$ cat config.mk
export PLATFORM = sky130hd
export DESIGN_NAME = relative_strength_index_top_flat
export DESIGN_NICKNAME = d
export VERILOG_FILES = /design/src/design/rsi_pkg.sv /design/src/design/rsi_if.sv /design/src/design/relative_strength_index_top.sv /design/src/design/rsi_div.sv /design/src/flat_wrapper.sv
export SDC_FILE = /design/constraint.sdc
export NUM_CORES = 2
export LEC_CHECK = 0
export BUFFER_PORTS_ARGS = -buffer_cell sky130_fd_sc_hd__buf_4
export CAP_MARGIN = 20
export CORE_MARGIN = 2
export CORE_UTILIZATION = 65
export DETAILED_ROUTE_END_ITERATION = 10
export HOLD_SLACK_MARGIN = 0.12
export PLACE_DENSITY = 0.82
export SYNTH_ARGS = -nofsm -noshare
export SYNTH_HDL_FRONTEND = slang
export SYNTH_SLANG_ARGS = --single-unit
export TNS_END_PERCENT = 30
$ cat constraint.sdc
create_clock -name i_clk -period 9.7 [get_ports i_clk]
set_input_delay 1.455 -clock i_clk [delete_from_list [all_inputs] [get_ports i_clk]]
set_output_delay 1.455 -clock i_clk [all_outputs]
set_load 0.05 [all_outputs]
$ cat src/design/rsi_pkg.sv
// ----------------------------------------------------------------------------
// rsi_pkg
// shared types and constants of the relative strength index block
// ----------------------------------------------------------------------------
package rsi_pkg;

    // configuration register
    localparam int          PERIOD_W       = 11;
    localparam logic [10:0] PERIOD_RESET   = 11'd14;

    // ratio stage: averages brought below 2^48 before scaling
    localparam int          RATIO_BITS     = 48;
    localparam int          SUM_W          = RATIO_BITS + 1;
    localparam int          RATIO_NUM_BITS = 63;

    // result format, 100.0 in q7.8
    localparam int          RSI_W          = 15;
    localparam logic [14:0] FULL_SCALE     = 15'd25600;
    // 25600 = 25 << 10, and 25 = 16 + 8 + 1
    localparam int          SCALE_SH       = 10;

    // divider run length counter, enough for 64 iterations
    localparam int          DIV_CNT_W      = 7;

    typedef struct packed {
        logic                 start;
        logic [DIV_CNT_W-1:0] count;
    } t_div_ctl;

    typedef struct packed {
        logic busy;
        logic done;
    } t_div_sts;

endpackage

$ cat src/design/rsi_if.sv
// ----------------------------------------------------------------------------
// rsi_if
// valid/ready channels for price words and index words
// ----------------------------------------------------------------------------
interface rsi_in_if #(
    parameter int PRICE_BITS = 32
);
    logic                  valid;
    logic                  ready;
    logic [PRICE_BITS-1:0] close_price;
    logic                  start_series;

    modport source (output valid, output close_price, output start_series, input ready);
    modport sink   (input valid, input close_price, input start_series, output ready);
endinterface

interface rsi_out_if;
    logic                        valid;
    logic                        ready;
    logic [rsi_pkg::RSI_W-1:0]   rsi_value;
    logic                        rsi_valid;

    modport source (output valid, output rsi_value, output rsi_valid, input ready);
    modport sink   (input valid, input rsi_value, input rsi_valid, output ready);
endinterface

$ cat src/design/relative_strength_index_top.sv
// ----------------------------------------------------------------------------
// relative_strength_index_top
// wilder relative strength index over a stream of closing prices
// ----------------------------------------------------------------------------
// One price word in gives one index word out, in order. The first price of a
// series (after reset or with start_series set) only primes the history and
// returns an invalid zero. The next price seeds a gain and a loss average with
// its change, each later one updates them with 1/period smoothing, and once
// period changes are seen the index 100*gain/(gain+loss) comes out in q7.8
// with rsi_valid set (an invalid zero if both averages are zero). The block
// takes one word at a time: all divisions run through a single restoring
// divider that yields one quotient bit per cycle. A series start goes straight
// to the output; the seeding change skips the smoothing; a smoothed change
// runs one division per average; once the period is complete, the averages
// are shifted down to fit, scaled and divided for the ratio. A finished word
// waits for the output register. The period register may be written only
// while idle and takes effect from the next price word.
// ----------------------------------------------------------------------------
module relative_strength_index_top #(
    parameter int PRICE_BITS    = 32,
    parameter int AVG_FRAC_BITS = 16
) (
    input  logic                          i_clk,
    input  logic                          i_rst_n,
    input  logic                          i_period_we,
    input  logic [rsi_pkg::PERIOD_W-1:0]  i_period_wdata,
    rsi_in_if.sink                        i_in,
    rsi_out_if.source                     o_out
);

    // average width, smoothing dividend width, shared divider widths
    localparam int AW    = PRICE_BITS + AVG_FRAC_BITS;
    localparam int SM_W  = AW + 1;
    localparam int NUM_W = (SM_W > rsi_pkg::RATIO_NUM_BITS) ? SM_W : rsi_pkg::RATIO_NUM_BITS;
    localparam int DEN_W = rsi_pkg::SUM_W;
    localparam int PW    = rsi_pkg::PERIOD_W;
    localparam int RQ    = rsi_pkg::RSI_W;

    typedef enum logic [3:0] {
        ST_IDLE,
        ST_CHG,
        ST_SG,
        ST_WG,
        ST_SL,
        ST_WL,
        ST_COUNT,
        ST_NORM,
        ST_M1,
        ST_M2,
        ST_M3,
        ST_RS,
        ST_WR,
        ST_DONE
    } t_state;

    t_state                r_state;

    // configuration and series history
    logic [PW-1:0]         r_period;
    logic [PRICE_BITS-1:0] r_last_price;
    logic                  r_have_price;
    logic [AW-1:0]         r_avg_gain;
    logic [AW-1:0]         r_avg_loss;
    logic                  r_seeded;
    logic [PW-1:0]         r_count;

    // word being worked on
    logic [PRICE_BITS-1:0] r_price;
    logic                  r_start;
    logic [AW-1:0]         r_gain;
    logic [AW-1:0]         r_loss;
    logic                  r_neg;
    logic [AW-1:0]         r_g;
    logic [AW-1:0]         r_l;
    logic [DEN_W-1:0]      r_gn;
    logic [DEN_W-1:0]      r_sum;
    logic [NUM_W-1:0]      r_acc;
    logic [RQ-1:0]         r_res_value;
    logic                  r_res_flag;

    // output register
    logic                  r_out_valid;
    logic [RQ-1:0]         r_out_value;
    logic                  r_out_flag;

    // shared divider hookup
    rsi_pkg::t_div_ctl     w_div_ctl;
    rsi_pkg::t_div_sts     w_div_sts;
    logic [DEN_W-1:0]      w_div_rem;
    logic [NUM_W-1:0]      w_div_num;
    logic [DEN_W-1:0]      w_div_den;
    logic [NUM_W-1:0]      w_div_quo;

    logic [PW-1:0]         w_p;
    logic                  w_up;
    logic [PRICE_BITS-1:0] w_diff;
    logic [AW-1:0]         w_chg;
    logic [AW-1:0]         w_x;
    logic [AW-1:0]         w_avg;
    logic                  w_ge;
    logic [AW-1:0]         w_absd;
    logic [SM_W-1:0]       w_dividend;
    logic [PW-1:0]         w_cnt_next;
    logic                  w_big;
    logic [DEN_W-1:0]      w_sum;
    logic [AW-1:0]         w_step;
    logic                  w_in_fire;
    logic                  w_out_load;

    // period of zero behaves as one
    assign w_p = (r_period == '0) ? PW'(1) : r_period;

    // price change scaled into the average format
    assign w_up   = r_price > r_last_price;
    assign w_diff = w_up ? (r_price - r_last_price) : (r_last_price - r_price);
    assign w_chg  = {w_diff, {AVG_FRAC_BITS{1'b0}}};

    // smoothing operand select: loss side in its start state, gain otherwise
    assign w_x        = (r_state == ST_SL) ? r_loss : r_gain;
    assign w_avg      = (r_state == ST_SL) ? r_avg_loss : r_avg_gain;
    assign w_ge       = w_x >= w_avg;
    assign w_absd     = w_ge ? (w_x - w_avg) : (w_avg - w_x);
    // round to nearest, ties away from zero
    assign w_dividend = SM_W'(w_absd) + SM_W'(w_p >> 1);
    assign w_step     = AW'(w_div_quo);

    // change count saturates at the period in force
    assign w_cnt_next = (r_count < w_p) ? (r_count + PW'(1)) : r_count;

    // either average too wide for the ratio stage
    assign w_big = ((r_g >> rsi_pkg::RATIO_BITS) != '0) || ((r_l >> rsi_pkg::RATIO_BITS) != '0);
    assign w_sum = DEN_W'(r_g) + DEN_W'(r_l);

    // divider inputs: smoothing runs the whole dividend, the ratio starts with
    // its upper part preloaded since the quotient stays below 2^15
    always_comb begin
        w_div_ctl.start = (r_state == ST_SG) || (r_state == ST_SL) || (r_state == ST_RS);
        if (r_state == ST_RS) begin
            w_div_ctl.count = rsi_pkg::DIV_CNT_W'(RQ);
            w_div_rem       = DEN_W'(r_acc >> RQ);
            w_div_num       = r_acc << (NUM_W - RQ);
            w_div_den       = r_sum;
        end else begin
            w_div_ctl.count = rsi_pkg::DIV_CNT_W'(SM_W);
            w_div_rem       = '0;
            w_div_num       = NUM_W'(w_dividend) << (NUM_W - SM_W);
            w_div_den       = DEN_W'(w_p);
        end
    end

    rsi_div #(
        .NUM_W (NUM_W),
        .DEN_W (DEN_W)
    ) u_div (
        .i_clk      (i_clk),
        .i_rst_n    (i_rst_n),
        .i_ctl      (w_div_ctl),
        .i_rem_init (w_div_rem),
        .i_num      (w_div_num),
        .i_den      (w_div_den),
        .o_sts      (w_div_sts),
        .o_quo      (w_div_quo)
    );

    // input taken whenever the sequencer is idle, even with a word still
    // waiting at the output
    assign i_in.ready = (r_state == ST_IDLE);
    assign w_in_fire  = i_in.valid && i_in.ready;

    // finished word moves into the output register once it is free
    assign w_out_load = (r_state == ST_DONE) && (!r_out_valid || o_out.ready);

    always_ff @(posedge i_clk) begin
        if (!i_rst_n) begin
            r_state      <= ST_IDLE;
            r_period     <= rsi_pkg::PERIOD_RESET;
            r_have_price <= 1'b0;
            r_seeded     <= 1'b0;
            r_count      <= '0;
            r_out_valid  <= 1'b0;
        end else begin
            if (i_period_we) begin
                r_period <= i_period_wdata;
            end
            if (r_out_valid && o_out.ready && !w_out_load) begin
                r_out_valid <= 1'b0;
            end

            unique case (r_state)
                ST_IDLE: begin
                    if (w_in_fire) begin
                        r_price <= i_in.close_price;
                        r_start <= i_in.start_series;
                        r_state <= ST_CHG;
                    end
                end

                ST_CHG: begin
                    r_res_value <= '0;
                    r_res_flag  <= 1'b0;
                    if (r_start || !r_have_price) begin
                        // new series: prime the history only
                        r_last_price <= r_price;
                        r_have_price <= 1'b1;
                        r_avg_gain   <= '0;
                        r_avg_loss   <= '0;
                        r_seeded     <= 1'b0;
                        r_count      <= '0;
                        r_state      <= ST_DONE;
                    end else begin
                        r_last_price <= r_price;
                        r_gain       <= w_up ? w_chg : '0;
                        r_loss       <= w_up ? '0 : w_chg;
                        if (!r_seeded) begin
                            r_avg_gain <= w_up ? w_chg : '0;
                            r_avg_loss <= w_up ? '0 : w_chg;
                            r_seeded   <= 1'b1;
                            r_state    <= ST_COUNT;
                        end else begin
                            r_state <= ST_SG;
                        end
                    end
                end

                ST_SG: begin
                    r_neg   <= !w_ge;
                    r_state <= ST_WG;
                end

                ST_WG: begin
                    if (w_div_sts.done) begin
                        r_avg_gain <= r_neg ? (r_avg_gain - w_step) : (r_avg_gain + w_step);
                        r_state    <= ST_SL;
                    end
                end

                ST_SL: begin
                    r_neg   <= !w_ge;
                    r_state <= ST_WL;
                end

                ST_WL: begin
                    if (w_div_sts.done) begin
                        r_avg_loss <= r_neg ? (r_avg_loss - w_step) : (r_avg_loss + w_step);
                        r_state    <= ST_COUNT;
                    end
                end

                ST_COUNT: begin
                    r_count <= w_cnt_next;
                    if (w_cnt_next < w_p) begin
                        r_state <= ST_DONE;
                    end else begin
                        r_g     <= r_avg_gain;
                        r_l     <= r_avg_loss;
                        r_state <= ST_NORM;
                    end
                end

                ST_NORM: begin
                    // one joint right shift a cycle until both fit
                    if (w_big) begin
                        r_g <= r_g >> 1;
                        r_l <= r_l >> 1;
                    end else if (w_sum == '0) begin
                        r_state <= ST_DONE;
                    end else begin
                        r_gn    <= DEN_W'(r_g);
                        r_sum   <= w_sum;
                        r_state <= ST_M1;
                    end
                end

                ST_M1: begin
                    r_acc   <= (NUM_W'(r_gn) << 4) + (NUM_W'(r_gn) << 3);
                    r_state <= ST_M2;
                end

                ST_M2: begin
                    r_acc   <= r_acc + NUM_W'(r_gn);
                    r_state <= ST_M3;
                end

                ST_M3: begin
                    // 25600*g plus half the sum, rounds the ratio to nearest
                    r_acc   <= (r_acc << rsi_pkg::SCALE_SH) + NUM_W'(r_sum >> 1);
                    r_state <= ST_RS;
                end

                ST_RS: begin
                    r_state <= ST_WR;
                end

                ST_WR: begin
                    if (w_div_sts.done) begin
                        r_res_value <= w_div_quo[RQ-1:0];
                        r_res_flag  <= 1'b1;
                        r_state     <= ST_DONE;
                    end
                end

                ST_DONE: begin
                    if (w_out_load) begin
                        r_out_valid <= 1'b1;
                        r_out_value <= r_res_value;
                        r_out_flag  <= r_res_flag;
                        r_state     <= ST_IDLE;
                    end
                end

                default: begin
                    r_state <= ST_IDLE;
                end
            endcase
        end
    end

    assign o_out.valid     = r_out_valid;
    assign o_out.rsi_value = r_out_value;
    assign o_out.rsi_valid = r_out_flag;

`ifndef SYNTHESIS
    // an accepted word always starts the sequencer
    a_fire_leaves_idle: assert property (@(posedge i_clk) disable iff (!i_rst_n)
        w_in_fire |=> (r_state == ST_CHG))
        else $error("accepted word did not start processing");

    // the shared divider is never restarted mid-run
    a_div_no_overlap: assert property (@(posedge i_clk) disable iff (!i_rst_n)
        w_div_ctl.start |-> !w_div_sts.busy)
        else $error("divider started while busy");

    // a divider result only shows up while a wait state expects it
    a_div_done_expected: assert property (@(posedge i_clk) disable iff (!i_rst_n)
        w_div_sts.done |-> ((r_state == ST_WG) || (r_state == ST_WL) || (r_state == ST_WR)))
        else $error("divider finished outside a wait state");

    // index never above full scale
    a_value_range: assert property (@(posedge i_clk) disable iff (!i_rst_n)
        (r_state == ST_WR) && w_div_sts.done |-> (w_div_quo[RQ-1:0] <= rsi_pkg::FULL_SCALE))
        else $error("index above full scale");

    // an invalid index word carries zero
    a_invalid_zero: assert property (@(posedge i_clk) disable iff (!i_rst_n)
        r_out_valid && !r_out_flag |-> (r_out_value == '0))
        else $error("invalid word with nonzero value");
`endif

endmodule

$ cat src/design/rsi_div.sv
// ----------------------------------------------------------------------------
// rsi_div
// restoring divider, one quotient bit per cycle, preloadable partial remainder
// ----------------------------------------------------------------------------
module rsi_div #(
    parameter int NUM_W = 63,
    parameter int DEN_W = 49
) (
    input  logic              i_clk,
    input  logic              i_rst_n,
    input  rsi_pkg::t_div_ctl i_ctl,
    input  logic [DEN_W-1:0]  i_rem_init,
    input  logic [NUM_W-1:0]  i_num,
    input  logic [DEN_W-1:0]  i_den,
    output rsi_pkg::t_div_sts o_sts,
    output logic [NUM_W-1:0]  o_quo
);

    logic [DEN_W-1:0]              r_rem;
    logic [NUM_W-1:0]              r_num;
    logic [DEN_W-1:0]              r_den;
    logic [rsi_pkg::DIV_CNT_W-1:0] r_cnt;
    logic                          r_busy;
    logic                          r_done;
    logic [DEN_W+1:0]              w_trial;

    // shift in next dividend bit and try to take the divisor off
    assign w_trial = {1'b0, r_rem, r_num[NUM_W-1]} - {2'b00, r_den};

    always_ff @(posedge i_clk) begin
        if (!i_rst_n) begin
            r_busy <= 1'b0;
            r_done <= 1'b0;
            r_cnt  <= '0;
        end else begin
            r_done <= 1'b0;
            if (i_ctl.start) begin
                r_rem  <= i_rem_init;
                r_num  <= i_num;
                r_den  <= i_den;
                r_cnt  <= i_ctl.count;
                r_busy <= 1'b1;
            end else if (r_busy) begin
                if (!w_trial[DEN_W+1]) begin
                    r_rem <= w_trial[DEN_W-1:0];
                end else begin
                    r_rem <= {r_rem[DEN_W-2:0], r_num[NUM_W-1]};
                end
                // quotient bits enter at the bottom as dividend bits leave the top
                r_num <= {r_num[NUM_W-2:0], ~w_trial[DEN_W+1]};
                r_cnt <= r_cnt - 1'b1;
                if (r_cnt == rsi_pkg::DIV_CNT_W'(1)) begin
                    r_busy <= 1'b0;
                    r_done <= 1'b1;
                end
            end
        end
    end

    assign o_sts.busy = r_busy;
    assign o_sts.done = r_done;
    assign o_quo      = r_num;

endmodule

$ cat src/flat_wrapper.sv
// flat-port wrapper written by rule: the top's interface ports become plain ports
module relative_strength_index_top_flat 
#(
    parameter int PRICE_BITS    = 32,
    parameter int AVG_FRAC_BITS = 16
)
  (i_clk, i_rst_n, i_period_we, i_period_wdata, i_in_valid, i_in_close_price, i_in_start_series, i_in_ready, o_out_valid, o_out_rsi_value, o_out_rsi_valid, o_out_ready);
  rsi_in_if #(.PRICE_BITS(PRICE_BITS)) i_in_i ();
  rsi_out_if o_out_i ();
  input  logic i_clk;
  input  logic i_rst_n;
  input  logic i_period_we;
  input  logic [rsi_pkg::PERIOD_W-1:0] i_period_wdata;
  input wire logic [$bits(i_in_i.valid)-1:0] i_in_valid;
  input wire logic [$bits(i_in_i.close_price)-1:0] i_in_close_price;
  input wire logic [$bits(i_in_i.start_series)-1:0] i_in_start_series;
  output wire logic [$bits(i_in_i.ready)-1:0] i_in_ready;
  output wire logic [$bits(o_out_i.valid)-1:0] o_out_valid;
  output wire logic [$bits(o_out_i.rsi_value)-1:0] o_out_rsi_value;
  output wire logic [$bits(o_out_i.rsi_valid)-1:0] o_out_rsi_valid;
  input wire logic [$bits(o_out_i.ready)-1:0] o_out_ready;
  assign i_in_i.valid = i_in_valid;
  assign i_in_i.close_price = i_in_close_price;
  assign i_in_i.start_series = i_in_start_series;
  assign i_in_ready = i_in_i.ready;
  assign o_out_valid = o_out_i.valid;
  assign o_out_rsi_value = o_out_i.rsi_value;
  assign o_out_rsi_valid = o_out_i.rsi_valid;
  assign o_out_i.ready = o_out_ready;
  relative_strength_index_top #(.PRICE_BITS(PRICE_BITS), .AVG_FRAC_BITS(AVG_FRAC_BITS)) u_core (.i_clk(i_clk), .i_rst_n(i_rst_n), .i_period_we(i_period_we), .i_period_wdata(i_period_wdata), .i_in(i_in_i), .o_out(o_out_i));
endmodule
; ---- Yosys cells after proc, flatten, opt, wreduce, memory -nomap -nowiden
; Cells that the tools add are included.
[word_totals]
ff_bits = 745
latch_bits = 0
mem_bits_rw = 0
romBits = 0
out_inout_bits = 18
memories = 0
[classes]
add_sub_neg = 16
n_mul = 0
div = 0
order_cmp = 4
n_eq_ne = 21
n_shift = 0
mux = 54
bitwise_logic = 6
reduce_logical = 39
[ops]
columns = op, count
row1 = $mux W48, 14
row2 = $pmux W48 S2, 2
row3 = $sub A48 B48 Y48, 4
row4 = $mux W63, 3
row5 = $pmux W63 S3, 1
row6 = $mux W49, 3
row7 = $add A63 B48 Y63, 2
row8 = $add A48 B48 Y48, 2
row9 = $sub A32 B32 Y32, 2
row10 = $pmux W4 S14, 1
row11 = $add A52 B51 Y53, 1
row12 = $sub A50 B49 Y51, 1
row13 = $add A48 B10 Y49, 1
row14 = $add A48 B48 Y49, 1
row15 = $logic_not A49 Y1, 1
row16 = $ge A48 B48 Y1, 1
row17 = $mux W11, 4
row18 = $gt A32 B32 Y1, 1
row19 = $mux W32, 1
row20 = $pmux W15 S2, 1
row21 = $mux W4, 7
row22 = $eq A4 B4 Y1 const B, 6
row23 = $lt A11 B11 Y1, 2
row24 = $pmux W11 S2, 1
row25 = other kinds (29), 77

; ---- Depth between registers and ports, before layout
[logic_depth]
ltp_word = 8
ltp_mapped = 36

; ---- Cells and area by module
; Synthesis repeated with hierarchy kept, for this count alone.
[hier_totals]
cells_unflattened = 6190
hier_area_um2 = 56902.1
[by_module_without_submodules]
columns = mod, n_inst, cells_each, area_per_inst_um2, seq_area_each_um2
row1 = relative_strength_index_top, 1, 5228, 46595.9, 16015.4
row2 = rsi_div, 1, 962, 10306.1, 5014.8

; ---- Worst setup path before layout
; Ideal clock, no wire load.
[synth_timing]
kind = flip-flop to flip-flop
from = register u_core.r_g[0]
to = register u_core.r_gn[0], enable pin
setup_time_ns = 0.584
t_arrival_ns = 7.865
t_required_ns = 9.116
setup_slack_ns = 1.251
stages_incl_launch_ff = 15
period_less_slack_ns = 8.449
cell_sequence = edfxtp_1 > ha_1 > inv_1 > fa_1 > nor2b_1 > o31ai_1 > a2111o_1 > a41oi_1 > nand3_1 > and2_1 > o41ai_1 > or2_2 > a211o_1 > nor2_1 > a21oi_1
[synth_between]
elab_chain_len = 4
[synth_rtl]
columns = element, line_no
row1 = from (decl), relative_strength_index_top.sv:73  ; logic [AW-1:0] r_g;
row2 = from (signal assigned), relative_strength_index_top.sv:254  ; r_g <= r_avg_gain;
row3 = from (signal assigned), relative_strength_index_top.sv:263  ; r_g <= r_g >> 1;
row4 = $add A48 B48 Y49, relative_strength_index_top.sv:132  ; assign w_sum = DEN_W'(r_g) + DEN_W'(r_l);
row5 = $logic_not A49 Y1, relative_strength_index_top.sv:265  ; end else if (w_sum == '0) begin
row6 = $not A1 Y1 (no source line), n/a
row7 = $reduce_and A3 Y1 (no source line), n/a
row8 = to (signal assigned), relative_strength_index_top.sv:268  ; r_gn <= DEN_W'(r_g);
row9 = to (decl), relative_strength_index_top.sv:75  ; logic [DEN_W-1:0] r_gn;
; No other way between the ends.
; A chain may end at the register's enable or synchronous reset.

; ---- Worst setup path in the final report
[layout_timing]
from = register u_core.r_state[2]
to = register u_core.u_div.r_num[46] (netlist: u_core.u_div.o_quo[46]) (data pin)
[layout_between]
elab_chain_len = 7
[layout_rtl]
columns = element, line_no
row1 = from (decl), relative_strength_index_top.sv:56  ; t_state r_state;
row2 = from (signal assigned), relative_strength_index_top.sv:175  ; r_state <= ST_IDLE;
row3 = from (signal assigned), relative_strength_index_top.sv:194  ; r_state <= ST_CHG;
row4 = from (signal assigned), relative_strength_index_top.sv:209  ; r_state <= ST_DONE;
row5 = $eq A4 B3 Y1, "relative_strength_index_top.sv:119, relative_strength_index_top.sv:120, relative_strength_index_top.sv:137"
row6 = "$mux W48, on equally long branches", "relative_strength_index_top.sv:120, relative_strength_index_top.sv:119"
row7 = $sub A48 B48 Y48 or $ge A48 B48 Y1 (tied branches), "relative_strength_index_top.sv:122, relative_strength_index_top.sv:121"
row8 = $mux W48, relative_strength_index_top.sv:122  ; assign w_absd = w_ge ? (w_x - w_avg) : (w_avg - w_x);
row9 = $add A48 B10 Y49, relative_strength_index_top.sv:124  ; assign w_dividend = SM_W'(w_absd) + SM_W'(w_p >> 1);
row10 = $mux W63, relative_strength_index_top.sv:138  ; if (r_state == ST_RS) begin
row11 = $mux W63 *, rsi_div.sv:37  ; if (i_ctl.start) begin
row12 = to (signal assigned), rsi_div.sv:39  ; r_num <= i_num;
row13 = to (signal assigned), rsi_div.sv:50  ; r_num <= {r_num[NUM_W-2:0], ~w_trial[DEN_W+1]};
row14 = to (decl), rsi_div.sv:20  ; logic [NUM_W-1:0] r_num;
; Every way passes the cells marked *; elsewhere a longest branch is shown, timed or not.

==> results.py <==
metrics = {
    "synth": {
        "postSynthAreaPerCell_um2": 9.205,
        "yosys.area.top_type": "edfxtp_1",
        "ys_ff_latch": 713,
        "synth_area_leaders": "edfxtp_1 (36%), ha_1 (11%), xnor2_1 (4.7%)",
        "syn_inst": 6053,
        "synthDistinctLibCells": 90,
        "synth_ff_type": "edfxtp_1",
        "synth_edf_count": 675,
        "syn_area_mm2": 0.05572,
        "syn-num-nets": 6600,
        "yosys_warnings": 0,
        "async_reset_ff_share_pct": 0,
        "ys_seq_area_share_pct": 37.74,
        "synth_top_cell_area_share_pct": 36.38,
    },
    "sta": {
        "finalCritPeriodShare_pct": 85.52,
        "finalHoldViolCount": 0,
        "max_freq_mhz": 120.5,
        "skew_ps": 26.90,
        "tns_ps": 0,
        "rsz0062_at_grt": "false",
        "fin_crit_ps": 8296,
        "slew_violations": 0,
        "setup_viol": 0,
        "maxSlewHeadroom_pct": 23.06,
        "worst_pin_slew_ps": 1151,
    },
    "cells_and_area": {
        "fill_cells": 6521,
        "syn_to_final_growth_pct": 7.426,
        "seq_area_mm2": 0.02103,
        "layout-drive-gt1-share_pct": 5.274,
        "nets": 6549,
        "multi_input_area_mm2": 0.03267,
    },
    "hold_path": {
        "min_path_type": "reg2reg",
        "min_path_cells": 0,
        "hp-start": "u_core.r_res_value[5]",
    },
    "route": {
        "final_antenna_net_count": 0,
        "wire_per_inst_um": 23.80,
        "initialDrtViolationCount": 5398,
        "vias_per_cell": 6.670,
        "wl_mm": 171.7,
        "drtPass1Iterations": 6,
        "vias": 48115,
        "drc": 0,
    },
    "floorplanning": {
        "chipHeight_um": 296.8,
        "core-area_mm2": 0.08501,
        "initial_utilization_pct": 65.54,
        "chipWidth_um": 296.8,
        "die_area_mm2": 0.08808,
        "core.rowCount": 107,
        "ios": 67,
    },
    "critical_path": {
        "cp-startpoint": "u_core.r_state[2]",
        "critPathMaxFanout": 63,
        "end_kind": "flop",
        "cpPeakStageDelay_ps": 900,
        "start_kind": "flop",
        "reg2reg_from": "u_core.r_state[2]",
        "slowest_stage": "or4b_4",
        "ff2ff_path_depth": 25,
        "arrival_ps": 8660,
        "required_ps": 10070,
        "path_class": "reg2reg",
    },
    "power_and_ir_drop": {
        "combPwrFrac_pct": 51.5,
        "ir_drop_mv": 0.2294,
        "leakagePower_nw": 24.10,
        "power_frac_clock_pct": 19.6,
        "p_per_area_mw_per_mm2": 266.2,
        "p_int_mw": 8.874,
        "swShare_pct": 44.31,
        "netSwitchingPower_mw": 7.062,
        "p_seq_share_pct": 29.0,
        "p_total_mw": 15.94,
    },
    "placement": {
        "dp_hpwl_mm": 133.8,
        "port_buffers": 66,
        "gp_congestion": 1.019,
    },
    "global_route": {
        "grt_pass1_wl_mm": 263.2,
        "antenna_found_initial": 4,
        "grt_pass1_vias": 45530,
        "grt-ovfl-total": 0,
        "grt_usage_pct": 38.03,
        "grt_max_degree": 91,
    },
    "clocking": {
        "cts_buffers": 82,
        "hold_buffers": 0,
        "postCtsSetupRepairBufs": 0,
        "cts.path.max_buffers": 3,
        "clk_pin_slew_ps": 60,
        "insertion_delay_ps": 670,
        "cts_max_level": 3,
        "clkSinkCount": 713,
        "root_buffer": "clkbuf_16",
        "cts_tree": "yes",
        "post_cts_resized": 0,
    },
    "status": {
        "status": "finished clean",
    },
    "run": {
        "maxCapViolations": 0,
    },
}
area by class of cell:
cell class | instances | share of cell area [%]
multi-input combinational | 4772 | 54.58
tap | 1144 | 2.391
inverter | 325 | 2.038
clock inverter | 53 | 0.8194
sequential | 713 | 35.13
antenna | 2 | 0.008361
timing repair buffer | 108 | 1.380
clock buffer | 97 | 3.645
worst paths after layout:
check                               to  slack [ps]
max             u_core.u_div.o_quo[46]        1400
min          u_core.o_out.rsi_value[5]         410
max reg2reg     u_core.u_div.o_quo[46]        1400
min reg2reg  u_core.o_out.rsi_value[5]         410
routing by layer:
metal | global-route usage [%] | part of all wire (%) | up-vias
li1 | - | - | 22388
met1 | 50.28 | 39 | 22796
met2 | 60.88 | 45 | 2480
met3 | 7.344 | 10 | 451
met4 | 16.75 | 5.0 | 0
met5 | 0 | 0 | -
Yosys cell counts (38+ instances only):
library cell and number:
a211oi_1 42, a21o_1 246, a21oi_1 516, a22o_1 58, a22oi_1 54, a31oi_1 65, and2_1 103, and3_1 58
clkbuf_1 209, dfxtp_1 38, edfxtp_1 675, ha_1 487, inv_1 324, mux2i_1 73, nand2_1 511, nand2b_1 79
nand3_1 149, nand4_1 109, nor2_1 434, nor2b_1 84, nor3_1 123, o211ai_1 47, o21a_1 75, o21ai_0 387
o21bai_1 56, xnor2_1 301, xor2_1 190
critical path, delay by kind of cell (launching register included):
family | cells | cell delay (ps)
flops | 1 | 820
fa+ha+maj | 2 | 880
xor+xnor | 1 | 190
compound gates | 9 | 2270
buf+inv | 2 | 380
simple gates | 11 | 3390
kinds of logic (layout without fill, tap and decap cells):
kind of cell / after synthesis / count (layout) / share of synthesized area (%)
AND/OR/NAND/NOR: 1835 / 1835 / 16.19
adder cells (fa/ha/maj): 498 / 498 / 11.33
other: 0 / 2 / 0
AO/OA/AOI/OAI: 1867 / 1867 / 21.60
multiplexers: 79 / 79 / 1.433
buffers and inverters: 568 / 583 / 3.900
XOR/XNOR: 493 / 493 / 7.799
flip-flops: 713 / 713 / 37.74
through the flow:
stage,area [um2],hold slack [ps],worst slack (ps),utilization [%],instances
after global placement,57150,402.3,1867,67.23,7059
after floorplan,55720,400.3,1251,-,6053
after CTS,59830,415.0,1591,70.37,7209
after detailed placement,57150,407.4,1741,67.23,7059
final,59860,414.0,1404,70.41,7214
after global routing,59850,432.1,1004,70.41,7213
flip-flops by register name, summed over array words and instances (netlist names), 11 cells and up:
signal,cells
u_core.u_div.r_den,49
u_core.r_avg_loss,48
u_core.r_period,11
u_core.r_loss,32
u_core.r_gain,32
u_core.r_acc,63
u_core.r_g,48
u_core.r_sum,49
u_core.r_gn,48
u_core.r_avg_gain,48
u_core.r_res_value,15
u_core.r_price,32
u_core.r_last_price,32
u_core.u_div.r_rem,49
u_core.o_out.rsi_value,15
u_core.u_div.o_quo,63
u_core.r_count,11
u_core.r_l,48
cells in the final DEF, fill, tap and decap left out, types with 104 or more instances in the layout:
cell type	netlist	layout
edfxtp_1	675	675
a21oi_1	516	515
nand2_1	511	511
ha_1	487	487
nor2_1	434	426
o21ai_0	387	387
inv_1	324	323
xnor2_1	301	301
a21o_1	246	246
xor2_1	190	190
nand3_1	149	148
nor3_1	123	122
nand4_1	109	109
buf_4	1	104
power groups by stage:
stage / clock network [mW] / registers, mW / logic, mW
floorplan: 0 / 4.39 / 5.94
detailed placement: 0 / 4.64 / 7.93
finish: 3.12 / 4.62 / 8.20
CTS: 3.14 / 4.58 / 8.00
global route: 3.25 / 4.64 / 8.88
global placement: 0 / 4.62 / 7.79
No activity file was read; power rests on OpenSTA's default activity.
